File: config.mk
export PLATFORM = sky130hd
export DESIGN_NAME = gregorian_date_arithmetic_flat
export DESIGN_NICKNAME = d
export VERILOG_FILES = /design/src/rtl/gda_pkg.sv /design/src/rtl/gda_in_if.sv /design/src/rtl/gda_out_if.sv /design/src/rtl/gda_alu.sv /design/src/rtl/gregorian_date_arithmetic.sv /design/src/flat_wrapper.sv
export SDC_FILE = /design/constraint.sdc
export NUM_CORES = 1
export LEC_CHECK = 0
export BUFFER_PORTS_ARGS = -buffer_cell sky130_fd_sc_hd__buf_2
export CAP_MARGIN = 20
export CELL_PAD_IN_SITES_DETAIL_PLACEMENT = 2
export CELL_PAD_IN_SITES_GLOBAL_PLACEMENT = 2
export CORE_UTILIZATION = 45
export CTS_CLUSTER_SIZE = 24
export DETAILED_ROUTE_END_ITERATION = 7
export PLACE_DENSITY_LB_ADDON = 0.08
export SYNTH_ARGS = -nofsm -noshare
export SYNTH_HDL_FRONTEND = slang
export SYNTH_HIERARCHICAL = 1
export SYNTH_SLANG_ARGS = --single-unit
File: constraint.sdc
create_clock -name clk_i -period 19.59 [get_ports clk_i]
set_clock_uncertainty 0.1 [all_clocks]
set_input_delay 0 -clock clk_i [delete_from_list [all_inputs] [get_ports clk_i]]
set_output_delay 0 -clock clk_i [all_outputs]
set_load 0.005 [all_outputs]
File: src/rtl/gda_pkg.sv
// gda_pkg: field widths, codes, adder control struct and calendar helpers
// for the gregorian date arithmetic block. No dependencies.
`default_nettype none
package gda_pkg;

  localparam int MODE_W  = 2;
  localparam int YEAR_W  = 14;
  localparam int MONTH_W = 4;
  localparam int DAY_W   = 5;
  localparam int OFF_W   = 23;
  localparam int DIFF_W  = 22;
  localparam int ACC_W   = 25;

  localparam int MIN_YEAR_DEF = 1900;
  localparam int MAX_YEAR_DEF = 9999;

  localparam int DIFF_MAX      = 2 ** DIFF_W - 1;
  localparam int MONTHS        = 12;
  localparam int FEBRUARY      = 2;
  localparam int DAYS_PER_YEAR = 365;
  localparam int CENTURY       = 100;
  localparam int LEAP_STEP     = 4;

  // floor(v / 100) as (v * 5243) >> 19, exact for all 14-bit v
  localparam int RECIP_100 = 5243;
  localparam int RECIP_SH  = 19;
  localparam int PROD_W    = YEAR_W + 13;
  localparam int QUO_W     = PROD_W - RECIP_SH;

  localparam logic [MODE_W-1:0] MODE_ADD = 2'd0;
  localparam logic [MODE_W-1:0] MODE_SUB = 2'd1;

  typedef enum logic [2:0] {
    ALU_HOLD,
    ALU_LOAD,
    ALU_ADD,
    ALU_SUB,
    ALU_RSUB
  } alu_op_e;

  typedef struct packed {
    alu_op_e                  op;
    logic signed [ACC_W-1:0]  operand;
  } alu_ctl_t;

  function automatic logic [QUO_W-1:0] div100(input logic [YEAR_W-1:0] v);
    logic [PROD_W-1:0] prod;
    prod = PROD_W'(v) * PROD_W'(RECIP_100);
    return prod[PROD_W-1:RECIP_SH];
  endfunction

  function automatic logic is_leap(input logic [YEAR_W-1:0] y);
    logic [QUO_W-1:0]  q;
    logic [YEAR_W-1:0] hund;
    q    = div100(y);
    hund = YEAR_W'(q) * YEAR_W'(CENTURY);
    return (y[1:0] == 2'b00) && ((y != hund) || (q[1:0] == 2'b00));
  endfunction

  function automatic logic [DAY_W-1:0] month_len(input logic [MONTH_W-1:0] m,
                                                 input logic leap);
    logic [DAY_W-1:0] len;
    case (m) inside
      4'd2:                     len = leap ? 5'd29 : 5'd28;
      4'd4, 4'd6, 4'd9, 4'd11:  len = 5'd30;
      default:                  len = 5'd31;
    endcase
    return len;
  endfunction

  // days before the first of month m in a common year
  function automatic logic [8:0] cum_days(input logic [MONTH_W-1:0] m);
    logic [8:0] n;
    case (m)
      4'd2:    n = 9'd31;
      4'd3:    n = 9'd59;
      4'd4:    n = 9'd90;
      4'd5:    n = 9'd120;
      4'd6:    n = 9'd151;
      4'd7:    n = 9'd181;
      4'd8:    n = 9'd212;
      4'd9:    n = 9'd243;
      4'd10:   n = 9'd273;
      4'd11:   n = 9'd304;
      4'd12:   n = 9'd334;
      default: n = 9'd0;
    endcase
    return n;
  endfunction

  // day number of january 1 of year y, elaboration use only
  function automatic int year_start(input int y);
    int p;
    p = y - 1;
    return DAYS_PER_YEAR * p + p / LEAP_STEP - p / CENTURY
           + p / (LEAP_STEP * CENTURY) + 1;
  endfunction

endpackage
`default_nettype wire

File: src/rtl/gda_in_if.sv
// gda_in_if: request channel of the date unit, valid/ready plus two dates,
// mode and day offset. Depends on gda_pkg.
`default_nettype none
interface gda_in_if import gda_pkg::*; ();
  logic                     valid;
  logic                     ready;
  logic [MODE_W-1:0]        mode;
  logic [YEAR_W-1:0]        first_year;
  logic [MONTH_W-1:0]       first_month;
  logic [DAY_W-1:0]         first_day;
  logic [YEAR_W-1:0]        second_year;
  logic [MONTH_W-1:0]       second_month;
  logic [DAY_W-1:0]         second_day;
  logic signed [OFF_W-1:0]  day_offset;

  modport source (
    output valid, mode, first_year, first_month, first_day,
           second_year, second_month, second_day, day_offset,
    input  ready
  );
  modport sink (
    input  valid, mode, first_year, first_month, first_day,
           second_year, second_month, second_day, day_offset,
    output ready
  );
endinterface
`default_nettype wire

File: src/rtl/gda_out_if.sv
// gda_out_if: result channel of the date unit, valid/ready plus moved date,
// day difference and order flags. Depends on gda_pkg.
`default_nettype none
interface gda_out_if import gda_pkg::*; ();
  logic                valid;
  logic                ready;
  logic [YEAR_W-1:0]   result_year;
  logic [MONTH_W-1:0]  result_month;
  logic [DAY_W-1:0]    result_day;
  logic [DIFF_W-1:0]   day_difference;
  logic                first_later;
  logic                dates_equal;
  logic                first_earlier;
  logic                clamped;

  modport source (
    output valid, result_year, result_month, result_day, day_difference,
           first_later, dates_equal, first_earlier, clamped,
    input  ready
  );
  modport sink (
    input  valid, result_year, result_month, result_day, day_difference,
           first_later, dates_equal, first_earlier, clamped,
    output ready
  );
endinterface
`default_nettype wire

File: src/rtl/gda_alu.sv
// gda_alu: shared accumulator with one adder for load, add, subtract and
// reverse subtract. Depends on gda_pkg.
`default_nettype none
module gda_alu import gda_pkg::*; (
  input  logic                     clk_i,
  input  alu_ctl_t                 ctl_i,
  output logic signed [ACC_W-1:0]  acc_o
);

  logic signed [ACC_W-1:0] acc_q, acc_d;
  logic signed [ACC_W-1:0] x, y;
  logic                    cin;

  always_comb begin
    x   = acc_q;
    y   = '0;
    cin = 1'b0;
    unique case (ctl_i.op)
      ALU_LOAD: begin
        x = ctl_i.operand;
      end
      ALU_ADD: begin
        y = ctl_i.operand;
      end
      ALU_SUB: begin
        y   = ~ctl_i.operand;
        cin = 1'b1;
      end
      ALU_RSUB: begin
        x   = ctl_i.operand;
        y   = ~acc_q;
        cin = 1'b1;
      end
      default: begin
        y = '0;
      end
    endcase
    acc_d = x + y + ACC_W'(cin);
  end

  always_ff @(posedge clk_i) begin
    acc_q <= acc_d;
  end

  assign acc_o = acc_q;

endmodule
`default_nettype wire

File: src/rtl/gregorian_date_arithmetic.sv
// gregorian_date_arithmetic: add/subtract/difference of gregorian dates.
// A move runs a 14-step year search on the shared adder, then a month walk,
// and a clamped move skips both. A new request is taken only in idle, even
// while the previous result waits. Reset clears sequencer and result valid.
// Depends on gda_pkg, gda_in_if, gda_out_if, gda_alu.
`default_nettype none
module gregorian_date_arithmetic import gda_pkg::*; #(
  parameter int MIN_YEAR = MIN_YEAR_DEF,
  parameter int MAX_YEAR = MAX_YEAR_DEF
) (
  input  logic       clk_i,
  input  logic       rst_ni,
  gda_in_if.sink     in_i,
  gda_out_if.source  out_o
);

  localparam logic signed [ACC_W-1:0] ORD_LO = ACC_W'(year_start(MIN_YEAR));
  localparam logic signed [ACC_W-1:0] ORD_HI = ACC_W'(year_start(MAX_YEAR + 1) - 1);
  localparam logic signed [ACC_W-1:0] DIFF_SAT = ACC_W'(DIFF_MAX);
  localparam logic [YEAR_W-1:0]       MIN_Y = YEAR_W'(MIN_YEAR);
  localparam int                      BIT_W = $clog2(YEAR_W);

  typedef enum logic [4:0] {
    S_IDLE, S_VAL1, S_VAL2,
    S_ORD_MUL, S_ORD_P4, S_ORD_Q, S_ORD_Q4, S_ORD_MON,
    S_SAVE_A, S_DIFF, S_ABS,
    S_OFF, S_RANGE, S_BS_SET, S_BS_CMP, S_REM, S_MON, S_DONE
  } state_e;

  typedef enum logic [1:0] {PH_A, PH_B, PH_SRCH, PH_YEAR} phase_e;

  state_e                  state_q, state_d;
  phase_e                  ph_q, ph_d;
  logic [MODE_W-1:0]       mode_q, mode_d;
  logic [YEAR_W-1:0]       fy_q, fy_d, sy_q, sy_d, wy_q, wy_d, yy_q, yy_d;
  logic [MONTH_W-1:0]      fm_q, fm_d, sm_q, sm_d, wm_q, wm_d;
  logic [DAY_W-1:0]        fd_q, fd_d, sd_q, sd_d, wd_q, wd_d;
  logic signed [OFF_W-1:0] off_q, off_d;
  logic signed [ACC_W-1:0] a_q, a_d, n_q, n_d;
  logic [BIT_W-1:0]        bit_q, bit_d;
  logic [YEAR_W-1:0]       ry_q, ry_d;
  logic [MONTH_W-1:0]      rm_q, rm_d;
  logic [DAY_W-1:0]        rd_q, rd_d;
  logic                    clamp_q, clamp_d;
  logic                    later_q, later_d, eq_q, eq_d, earlier_q, earlier_d;

  logic                    ov_q, ov_d;
  logic [YEAR_W-1:0]       oy_q, oy_d;
  logic [MONTH_W-1:0]      om_q, om_d;
  logic [DAY_W-1:0]        od_q, od_d;
  logic [DIFF_W-1:0]       odiff_q, odiff_d;
  logic                    olater_q, olater_d, oeq_q, oeq_d, oearlier_q, oearlier_d;
  logic                    oclamp_q, oclamp_d;

  alu_ctl_t                ctl;
  logic signed [ACC_W-1:0] acc;

  logic                    diff_mode;
  logic [YEAR_W-1:0]       vy;
  logic [MONTH_W-1:0]      vm;
  logic [DAY_W-1:0]        vd;
  logic                    leap;
  logic                    date_ok;
  logic [YEAR_W-1:0]       p;
  logic [QUO_W-1:0]        q100;
  logic signed [ACC_W-1:0] mlen_ext;
  logic [YEAR_W-1:0]       ytry;
  logic [YEAR_W-1:0]       ynew;

  gda_alu u_alu (
    .clk_i (clk_i),
    .ctl_i (ctl),
    .acc_o (acc)
  );

  assign diff_mode = (mode_q != MODE_ADD) && (mode_q != MODE_SUB);

  // one leap unit, shared by validation, the ordinal steps and the month walk
  always_comb begin
    if (state_q == S_VAL1) begin
      vy = fy_q;
      vm = fm_q;
      vd = fd_q;
    end else if (state_q == S_VAL2) begin
      vy = sy_q;
      vm = sm_q;
      vd = sd_q;
    end else begin
      vy = wy_q;
      vm = wm_q;
      vd = wd_q;
    end
  end

  assign leap     = is_leap(vy);
  assign date_ok  = (vy >= MIN_Y) && (vm >= MONTH_W'(1)) && (vm <= MONTH_W'(MONTHS))
                    && (vd >= DAY_W'(1)) && (vd <= month_len(vm, leap));
  assign p        = wy_q - YEAR_W'(1);
  assign q100     = div100(p);
  assign mlen_ext = ACC_W'(month_len(wm_q, leap));
  assign ytry     = yy_q | (YEAR_W'(1) << bit_q);
  assign ynew     = (acc <= n_q) ? wy_q : yy_q;

  assign in_i.ready = (state_q == S_IDLE);

  always_comb begin
    state_d    = state_q;
    ph_d       = ph_q;
    mode_d     = mode_q;
    fy_d       = fy_q;
    fm_d       = fm_q;
    fd_d       = fd_q;
    sy_d       = sy_q;
    sm_d       = sm_q;
    sd_d       = sd_q;
    off_d      = off_q;
    wy_d       = wy_q;
    wm_d       = wm_q;
    wd_d       = wd_q;
    yy_d       = yy_q;
    a_d        = a_q;
    n_d        = n_q;
    bit_d      = bit_q;
    ry_d       = ry_q;
    rm_d       = rm_q;
    rd_d       = rd_q;
    clamp_d    = clamp_q;
    later_d    = later_q;
    eq_d       = eq_q;
    earlier_d  = earlier_q;
    ov_d       = ov_q && !out_o.ready;
    oy_d       = oy_q;
    om_d       = om_q;
    od_d       = od_q;
    odiff_d    = odiff_q;
    olater_d   = olater_q;
    oeq_d      = oeq_q;
    oearlier_d = oearlier_q;
    oclamp_d   = oclamp_q;
    ctl.op      = ALU_HOLD;
    ctl.operand = '0;

    unique case (state_q)
      S_IDLE: begin
        if (in_i.valid) begin
          mode_d  = in_i.mode;
          fy_d    = in_i.first_year;
          fm_d    = in_i.first_month;
          fd_d    = in_i.first_day;
          sy_d    = in_i.second_year;
          sm_d    = in_i.second_month;
          sd_d    = in_i.second_day;
          off_d   = in_i.day_offset;
          state_d = S_VAL1;
        end
      end
      S_VAL1: begin
        if (date_ok) begin
          wy_d = fy_q;
          wm_d = fm_q;
          wd_d = fd_q;
        end else begin
          wy_d = MIN_Y;
          wm_d = MONTH_W'(1);
          wd_d = DAY_W'(1);
        end
        ph_d    = PH_A;
        state_d = diff_mode ? S_VAL2 : S_ORD_MUL;
      end
      S_VAL2: begin
        if (!date_ok) begin
          sy_d = MIN_Y;
          sm_d = MONTH_W'(1);
          sd_d = DAY_W'(1);
        end
        state_d = S_ORD_MUL;
      end
      S_ORD_MUL: begin
        ctl.op      = ALU_LOAD;
        ctl.operand = ACC_W'(p) * ACC_W'(DAYS_PER_YEAR);
        state_d     = S_ORD_P4;
      end
      S_ORD_P4: begin
        ctl.op      = ALU_ADD;
        ctl.operand = ACC_W'(p >> 2);
        state_d     = S_ORD_Q;
      end
      S_ORD_Q: begin
        ctl.op      = ALU_SUB;
        ctl.operand = ACC_W'(q100);
        state_d     = S_ORD_Q4;
      end
      S_ORD_Q4: begin
        ctl.op      = ALU_ADD;
        ctl.operand = ACC_W'(q100 >> 2);
        state_d     = S_ORD_MON;
      end
      S_ORD_MON: begin
        ctl.op      = ALU_ADD;
        ctl.operand = ACC_W'(cum_days(wm_q)) + ACC_W'(wd_q)
                      + ACC_W'((wm_q > MONTH_W'(FEBRUARY)) && leap);
        unique case (ph_q)
          PH_A:    state_d = diff_mode ? S_SAVE_A : S_OFF;
          PH_B:    state_d = S_DIFF;
          PH_SRCH: state_d = S_BS_CMP;
          PH_YEAR: state_d = S_REM;
          default: state_d = S_IDLE;
        endcase
      end
      S_SAVE_A: begin
        a_d     = acc;
        wy_d    = sy_q;
        wm_d    = sm_q;
        wd_d    = sd_q;
        ph_d    = PH_B;
        state_d = S_ORD_MUL;
      end
      S_DIFF: begin
        ctl.op      = ALU_SUB;
        ctl.operand = a_q;
        state_d     = S_ABS;
      end
      S_ABS: begin
        later_d   = acc < 0;
        eq_d      = acc == 0;
        earlier_d = acc > 0;
        if (acc < 0) begin
          ctl.op      = ALU_RSUB;
          ctl.operand = '0;
        end
        state_d = S_DONE;
      end
      S_OFF: begin
        ctl.op      = (mode_q == MODE_ADD) ? ALU_ADD : ALU_SUB;
        ctl.operand = ACC_W'(off_q);
        state_d     = S_RANGE;
      end
      S_RANGE: begin
        n_d = acc;
        if ((acc < ORD_LO) || (acc > ORD_HI)) begin
          ry_d    = MIN_Y;
          rm_d    = MONTH_W'(1);
          rd_d    = DAY_W'(1);
          clamp_d = 1'b1;
          state_d = S_DONE;
        end else begin
          clamp_d = 1'b0;
          yy_d    = '0;
          bit_d   = BIT_W'(YEAR_W - 1);
          state_d = S_BS_SET;
        end
      end
      S_BS_SET: begin
        wy_d    = ytry;
        wm_d    = MONTH_W'(1);
        wd_d    = DAY_W'(1);
        ph_d    = PH_SRCH;
        state_d = S_ORD_MUL;
      end
      S_BS_CMP: begin
        yy_d = ynew;
        if (bit_q == '0) begin
          wy_d    = ynew;
          wm_d    = MONTH_W'(1);
          wd_d    = DAY_W'(1);
          ph_d    = PH_YEAR;
          state_d = S_ORD_MUL;
        end else begin
          bit_d   = bit_q - BIT_W'(1);
          state_d = S_BS_SET;
        end
      end
      S_REM: begin
        ctl.op      = ALU_RSUB;
        ctl.operand = n_q;
        state_d     = S_MON;
      end
      S_MON: begin
        if ((wm_q < MONTH_W'(MONTHS)) && (acc >= mlen_ext)) begin
          ctl.op      = ALU_SUB;
          ctl.operand = mlen_ext;
          wm_d        = wm_q + MONTH_W'(1);
        end else begin
          ry_d    = wy_q;
          rm_d    = wm_q;
          rd_d    = acc[DAY_W-1:0] + DAY_W'(1);
          state_d = S_DONE;
        end
      end
      S_DONE: begin
        if (!ov_q || out_o.ready) begin
          ov_d = 1'b1;
          if (diff_mode) begin
            oy_d       = '0;
            om_d       = '0;
            od_d       = '0;
            oclamp_d   = 1'b0;
            odiff_d    = (acc > DIFF_SAT) ? DIFF_SAT[DIFF_W-1:0] : acc[DIFF_W-1:0];
            olater_d   = later_q;
            oeq_d      = eq_q;
            oearlier_d = earlier_q;
          end else begin
            oy_d       = ry_q;
            om_d       = rm_q;
            od_d       = rd_q;
            oclamp_d   = clamp_q;
            odiff_d    = '0;
            olater_d   = 1'b0;
            oeq_d      = 1'b0;
            oearlier_d = 1'b0;
          end
          state_d = S_IDLE;
        end
      end
      default: begin
        state_d = S_IDLE;
      end
    endcase
  end

  always_ff @(posedge clk_i or negedge rst_ni) begin
    if (!rst_ni) begin
      state_q <= S_IDLE;
      ov_q    <= 1'b0;
    end else begin
      state_q    <= state_d;
      ov_q       <= ov_d;
      ph_q       <= ph_d;
      mode_q     <= mode_d;
      fy_q       <= fy_d;
      fm_q       <= fm_d;
      fd_q       <= fd_d;
      sy_q       <= sy_d;
      sm_q       <= sm_d;
      sd_q       <= sd_d;
      off_q      <= off_d;
      wy_q       <= wy_d;
      wm_q       <= wm_d;
      wd_q       <= wd_d;
      yy_q       <= yy_d;
      a_q        <= a_d;
      n_q        <= n_d;
      bit_q      <= bit_d;
      ry_q       <= ry_d;
      rm_q       <= rm_d;
      rd_q       <= rd_d;
      clamp_q    <= clamp_d;
      later_q    <= later_d;
      eq_q       <= eq_d;
      earlier_q  <= earlier_d;
      oy_q       <= oy_d;
      om_q       <= om_d;
      od_q       <= od_d;
      odiff_q    <= odiff_d;
      olater_q   <= olater_d;
      oeq_q      <= oeq_d;
      oearlier_q <= oearlier_d;
      oclamp_q   <= oclamp_d;
    end
  end

  assign out_o.valid          = ov_q;
  assign out_o.result_year    = oy_q;
  assign out_o.result_month   = om_q;
  assign out_o.result_day     = od_q;
  assign out_o.day_difference = odiff_q;
  assign out_o.first_later    = olater_q;
  assign out_o.dates_equal    = oeq_q;
  assign out_o.first_earlier  = oearlier_q;
  assign out_o.clamped        = oclamp_q;

endmodule
`default_nettype wire

File: src/flat_wrapper.sv
// flat-port wrapper written by rule: the top's interface ports become plain ports
module gregorian_date_arithmetic_flat import gda_pkg::*;
#(
  parameter int MIN_YEAR = MIN_YEAR_DEF,
  parameter int MAX_YEAR = MAX_YEAR_DEF
)
  (clk_i, rst_ni, in_i_valid, in_i_mode, in_i_first_year, in_i_first_month, in_i_first_day, in_i_second_year, in_i_second_month, in_i_second_day, in_i_day_offset, in_i_ready, out_o_valid, out_o_result_year, out_o_result_month, out_o_result_day, out_o_day_difference, out_o_first_later, out_o_dates_equal, out_o_first_earlier, out_o_clamped, out_o_ready);
  gda_in_if in_i_i ();
  gda_out_if out_o_i ();
  input  logic clk_i;
  input  logic rst_ni;
  input wire logic [$bits(in_i_i.valid)-1:0] in_i_valid;
  input wire logic [$bits(in_i_i.mode)-1:0] in_i_mode;
  input wire logic [$bits(in_i_i.first_year)-1:0] in_i_first_year;
  input wire logic [$bits(in_i_i.first_month)-1:0] in_i_first_month;
  input wire logic [$bits(in_i_i.first_day)-1:0] in_i_first_day;
  input wire logic [$bits(in_i_i.second_year)-1:0] in_i_second_year;
  input wire logic [$bits(in_i_i.second_month)-1:0] in_i_second_month;
  input wire logic [$bits(in_i_i.second_day)-1:0] in_i_second_day;
  input wire logic [$bits(in_i_i.day_offset)-1:0] in_i_day_offset;
  output wire logic [$bits(in_i_i.ready)-1:0] in_i_ready;
  output wire logic [$bits(out_o_i.valid)-1:0] out_o_valid;
  output wire logic [$bits(out_o_i.result_year)-1:0] out_o_result_year;
  output wire logic [$bits(out_o_i.result_month)-1:0] out_o_result_month;
  output wire logic [$bits(out_o_i.result_day)-1:0] out_o_result_day;
  output wire logic [$bits(out_o_i.day_difference)-1:0] out_o_day_difference;
  output wire logic [$bits(out_o_i.first_later)-1:0] out_o_first_later;
  output wire logic [$bits(out_o_i.dates_equal)-1:0] out_o_dates_equal;
  output wire logic [$bits(out_o_i.first_earlier)-1:0] out_o_first_earlier;
  output wire logic [$bits(out_o_i.clamped)-1:0] out_o_clamped;
  input wire logic [$bits(out_o_i.ready)-1:0] out_o_ready;
  assign in_i_i.valid = in_i_valid;
  assign in_i_i.mode = in_i_mode;
  assign in_i_i.first_year = in_i_first_year;
  assign in_i_i.first_month = in_i_first_month;
  assign in_i_i.first_day = in_i_first_day;
  assign in_i_i.second_year = in_i_second_year;
  assign in_i_i.second_month = in_i_second_month;
  assign in_i_i.second_day = in_i_second_day;
  assign in_i_i.day_offset = in_i_day_offset;
  assign in_i_ready = in_i_i.ready;
  assign out_o_valid = out_o_i.valid;
  assign out_o_result_year = out_o_i.result_year;
  assign out_o_result_month = out_o_i.result_month;
  assign out_o_result_day = out_o_i.result_day;
  assign out_o_day_difference = out_o_i.day_difference;
  assign out_o_first_later = out_o_i.first_later;
  assign out_o_dates_equal = out_o_i.dates_equal;
  assign out_o_first_earlier = out_o_i.first_earlier;
  assign out_o_clamped = out_o_i.clamped;
  assign out_o_i.ready = out_o_ready;
  gregorian_date_arithmetic #(.MIN_YEAR(MIN_YEAR), .MAX_YEAR(MAX_YEAR)) u_core (.clk_i(clk_i), .rst_ni(rst_ni), .in_i(in_i_i), .out_o(out_o_i));
endmodule
==> impl_metrics.tcl, run 1 <==
set metrics [dict create \
    area_delta_synth_final_pct 13.7 \
    die_x_um 239 \
    root_buffer "clkbuf_16" \
    relSlewSlack_pct 23.1 \
    ios 126 \
    gr-usage-met3_pct 3.83 \
    synth_warnings 6 \
    synth_area_leaders "edfxtp_1 (29%), ha_1 (16%), fa_1 (13%)" \
    grt.busiest_layer "met2" \
    track_usage_pct 34.1 \
    clk_path_buf_depth 3 \
    slowest_stage "nand3_2" \
    cts-hold-fix-buffers 75 \
    setup_viol 0 \
    crit_path_start "u_core/state_q[1]" \
    route.detailed.drc 0 \
    dieArea_mm2 0.0571 \
    antenna_found_initial 1 \
    vias 20600 \
    fin_crit_ps 17120 \
    cp.required_ps 19930 \
    synth_area_mm2 0.0252 \
    num_rows 86 \
    hold_class "input pin to flop" \
    crit_fanout 32 \
    stdcell_count 3427 \
    core_mm2 0.0553 \
    cp-end-kind "flop" \
    synth.distinct_cells 95 \
    crit_type "flop to flop" \
    worst_slew_pin_slew_ps 1150 \
    fp.dieH_um 239 \
    dr.first_iter.drc_count 1243 \
    outcome "complete, no violations" \
    grt_first_pass_wirelength_um 146000 \
    reg2reg_from "u_core/state_q[1]" \
    drive_above_1_share_pct 10.8 \
    yosysSeqAreaShare_pct 31.8 \
    nFillCells 5711 \
    cts_setup_buffers 0 \
    avgRoutedWirePerCell_um 28.1 \
    fin_nets 3218 \
    ant_nets 0 \
    fin_crit_sh_pct 87.4 \
    fin_setup_tns_ps 0 \
    cts_tree "yes" \
    first_global_vias 23800 \
    synth_edf_count 240 \
    cts_resized 0 \
    rsz0062_at_grt "no" \
    holdCritStartpoint "in_i_first_year[8]" \
    cts_sinks 280 \
    synth_top_area_cell "edfxtp_1" \
    vias_per_cell 6.00 \
    first_pass_iters 5 \
    syn-num-nets 3027 \
    start_util_pct 45.6 \
    max_freq_mhz 58.4 \
    cp.arrival_ps 17450 \
    dpl.cell_count 3286 \
    cp-start-kind "flop" \
    totalWireLength_um 96200 \
    crit_top_cell "fa_1" \
    maxCapViolCount 0 \
    synthCells 2463 \
    cp_slowest_stage_delay_ps 890 \
    gp_congestion 0.883 \
    async_reset_ff_share_pct 2.14 \
    hold_viol 0 \
    antenna_cells 0 \
    clkTransAtPathRegs_ps 60 \
    r2r_slack_ps 2470 \
    grt_max_degree 53 \
    clk_latency_ps 570 \
    met1_usage_pct 40.5 \
    gr-usage-met2_pct 62.4 \
    globalRouteOverflowTotal 0 \
    synth_top_area_share_pct 28.5 \
    dp_hpwl_um 71000 \
    cts_buffers 35 \
    htreeDepth 2 \
    synth_flop_cell "edfxtp_1" \
    slew_viol_final 0 \
    ys_seq_elements 280 \
    avgSynthCellArea_um2 10.3 \
    portBuffers 125 \
]
-- registers in the layout (all words and copies together), names as in the netlist, 14 cells and up, named ones only --
register	count
u_core/a_q	25
u_core/u_alu/acc_o	25
u_core/off_q	23
u_core/fy_q	14
u_core/out_o.day_difference	22
u_core/n_q	25
u_core/yy_q	14
u_core/sy_q	14
u_core/out_o.result_year	14
u_core/wy_q	14
u_core/ry_q	14
-- cell families after synthesis --
group | share of synthesized area, %
AO/OA/AOI/OAI | 15.0
XOR/XNOR | 4.74
flip-flops | 31.8
multiplexers | 2.00
adder cells (fa/ha/maj) | 29.1
AND/OR/NAND/NOR | 10.6
buffers and inverters | 6.75
-- per-stage QoR --
| step | worst slack [ps] | hold slack, ps | util (%) | instance area [µm²] |
|---|---|---|---|---|
| after global placement | 3620 | -189 | 48.4 | 26800 |
| final | 2470 | 59.7 | 51.9 | 28700 |
| after detailed placement | 2650 | -179 | 48.4 | 26800 |
| after CTS | 2550 | 17.7 | 51.8 | 28700 |
| after global routing | 1620 | 41.7 | 51.9 | 28700 |
| after floorplan | 6350 | -396 | - | 25200 |
-- worst max-delay path: cells and delay by family, from the launching register on --
family	cells	cell delay [ps]
AOI/OAI and AO/OA	19	6040
adders and majority gates	11	4070
and+or+nand+nor	11	3980
xor gates and xnor gates	4	970
DFF	1	800
buffers and inverters	5	510
muxes	2	450
-- per-layer routing --
metal | up-vias | routed length, µm
met2 | 641 | 50000
met4 | 0 | 3890
met1 | 10600 | 38500
met5 | - | 0
li1 | 9089 | -
met3 | 208 | 3920
-- Yosys cell counts, drive strengths merged (15+ instances only) --
cell / count
a211oi: 18
o211ai: 15
nor3: 26
nand4: 16
nand2b: 27
xor2: 45
buf: 17
ha: 326
o21a: 37
clkbuf: 66
mux2i: 21
a21o: 55
fa: 163
a31oi: 20
and2: 40
dfxtp: 34
nor2: 125
a221oi: 19
inv: 359
edfxtp: 240
nor2b: 44
nand2: 121
o21ai: 107
a21oi: 101
xnor2: 89
nand3: 52
o22ai: 36
mux2: 24
-- placed cells by master (no fill, tap or decap), types with 37 or more instances in the layout --
master / count
inv_1: 358
ha_1: 326
edfxtp_1: 240
fa_1: 163
buf_2: 125
nand2_1: 121
nor2_1: 119
a21oi_1: 99
o21ai_0: 97
xnor2_1: 89
dlygate4sd3_1: 75
a21o_1: 55
nand3_1: 51
xor2_1: 45
nor2b_1: 44
and2_1: 40
o21a_1: 37
-- layout make-up --
class / instances / area, µm² / share of cell area [%]
tap: 748 / 936 / 3.26
clock buffer: 48 / 945 / 3.29
inverter: 360 / 1350 / 4.72
timing repair buffer: 237 / 1680 / 5.85
multi-input combinational: 1740 / 15600 / 54.3
sequential: 280 / 8040 / 28.0
clock inverter: 14 / 176 / 0.614
-- worst paths after layout --
kind	end	cells after the start
max	u_core/u_alu/acc_o[14]	52
min	u_core/fy_q[8]	2
max reg2reg	u_core/u_alu/acc_o[14]	52
min reg2reg	u_core/out_o.dates_equal	1
max in group asynchronous	u_core/state_q[2]	3
min in group asynchronous	u_core/state_q[3]	3
Power of run 1 is not shown: default switching activity piles up to over one toggle a cycle in this logic, so the estimate is an artifact.
==> inputs of run 2 (changes only) <==
Settings changed: REMOVE_ABC_BUFFERS set to 1.
==> impl_metrics.tcl, run 2 (synthesis gave the netlist of run 1 again) <==
set metrics [dict create \
    grt_first_pass_wirelength_um 149000 \
    antenna_found_initial 1 \
    maxCapViolCount 0 \
    reg2reg_from "u_core/state_q[1]" \
    vias 20700 \
    cp_slowest_stage_delay_ps 870 \
    r2r_slack_ps 3060 \
    cp-start-kind "flop" \
    slowest_stage "nand3_2" \
    most-common-layout-cells "inv_1 (358), ha_1 (326), edfxtp_1 (240)" \
    cp.required_ps 19920 \
    layout_commonest_cell "inv_1" \
    cts_resized 0 \
    stdcell_count 3431 \
    grt.busiest_layer "met2" \
    crit_family "compound AO/OA/AOI/OAI gates" \
    met1_usage_pct 41.6 \
    start_util_pct 45.6 \
    ios 126 \
    slew_viol_final 0 \
    cp.buffers_inverters 6 \
    track_usage_pct 34.9 \
    holdCritStartpoint "in_i_day_offset[0]" \
    ant_nets 0 \
    min_path_cells 2 \
    setup_viol 0 \
    fin_crit_sh_pct 84.4 \
    clkTransAtPathRegs_ps 70 \
    cts_tree "yes" \
    dpl.cell_count 3290 \
    gp_congestion 0.909 \
    whs_endpoint "u_core/off_q[0]" \
    route.detailed.drc 0 \
    antenna_cells 0 \
    core_mm2 0.0553 \
    fin_nets 3221 \
    post_dp_cell_area_mm2 0.0268 \
    root_buffer "clkbuf_16" \
    htreeDepth 2 \
    hold_class "input pin to flop" \
    grt_max_degree 53 \
    relSlewSlack_pct 21.4 \
    gr-usage-met3_pct 4.31 \
    fin_crit_ps 16530 \
    globalRouteOverflowTotal 0 \
    fin_setup_tns_ps 0 \
    gr-usage-met2_pct 63.6 \
    cts-hold-fix-buffers 75 \
    dp_hpwl_um 71400 \
    drive_above_1_share_pct 11.0 \
    area_delta_synth_final_pct 13.8 \
    worst_slew_pin_slew_ps 1170 \
    clk_latency_ps 580 \
    die_x_um 239 \
    cp-end-kind "flop" \
    dieArea_mm2 0.0571 \
    crit_type "flop to flop" \
    cts_buffers 36 \
    first_global_vias 24100 \
    cts_sinks 280 \
    cp.arrival_ps 16860 \
    fp.dieH_um 239 \
    num_rows 86 \
    first_pass_iters 5 \
    avgRoutedWirePerCell_um 28.8 \
    vias_per_cell 6.05 \
    hold_viol 0 \
    rsz0062_at_grt "no" \
    final_area_mm2 0.0287 \
    clk_path_buf_depth 3 \
    max_freq_mhz 60.5 \
    cts_setup_buffers 0 \
    outcome "complete, no violations" \
    worstRegToRegCells 52 \
    portBuffers 125 \
    r2r-end "u_core/u_alu/acc_o[14]" \
    dr.first_iter.drc_count 1287 \
    totalWireLength_um 98700 \
    crit_fanout 32 \
    crit_top_cell "fa_1" \
]
==> run 2: stage by stage <==
stage / hold slack, ps / setup slack (ps) / utilization, %
floorplan: -396 / 4240 / -
global placement: -193 / 3630 / 48.5
detailed placement: -194 / 2800 / 48.5
CTS: 16.8 / 2630 / 51.9
global route: 41.1 / 2130 / 51.9
finish: 34.8 / 3060 / 51.9
==> run 2: area by class of cell <==
cell class | count | area, µm²
Sequential cell | 280 | 8040
Timing Repair Buffer | 239 | 1680
Multi-Input combinational cell | 1740 | 15600
Fill cell | 5645 | 26600
Clock buffer | 43 | 948
Tap cell | 748 | 936
Clock inverter | 21 | 194
Inverter | 360 | 1350
==> run 2: worst max-delay path by stage <==
| stage | from | endpoint | slack (ps) | cells after the start |
|---|---|---|---|---|
| 2_1_floorplan | u_core/state_q[2] | u_core/u_alu/acc_o[18] | 4240 | 53 |
| 3_3_place_gp | u_core/state_q[1] | u_core/u_alu/acc_o[18] | 3630 | 52 |
| 3_5_place_dp | u_core/state_q[1] | u_core/u_alu/acc_o[18] | 2800 | 51 |
| 4_1_cts | u_core/state_q[1] | u_core/u_alu/acc_o[18] | 2630 | 51 |
| 5_1_grt | u_core/state_q[1] | u_core/u_alu/acc_o[14] | 2130 | 52 |
| 6_report | u_core/state_q[1] | u_core/u_alu/acc_o[14] | 3060 | 52 |
==> run 2: layer usage <==
| metal | routed length [µm] | part of all wire (%) |
|---|---|---|
| met1 | 39300 | 40 |
| met2 | 51100 | 52 |
| met3 | 4550 | 4.6 |
| met4 | 3690 | 3.7 |
| met5 | 9 | 0.0091 |
Power of run 2 is left out for the same reason.
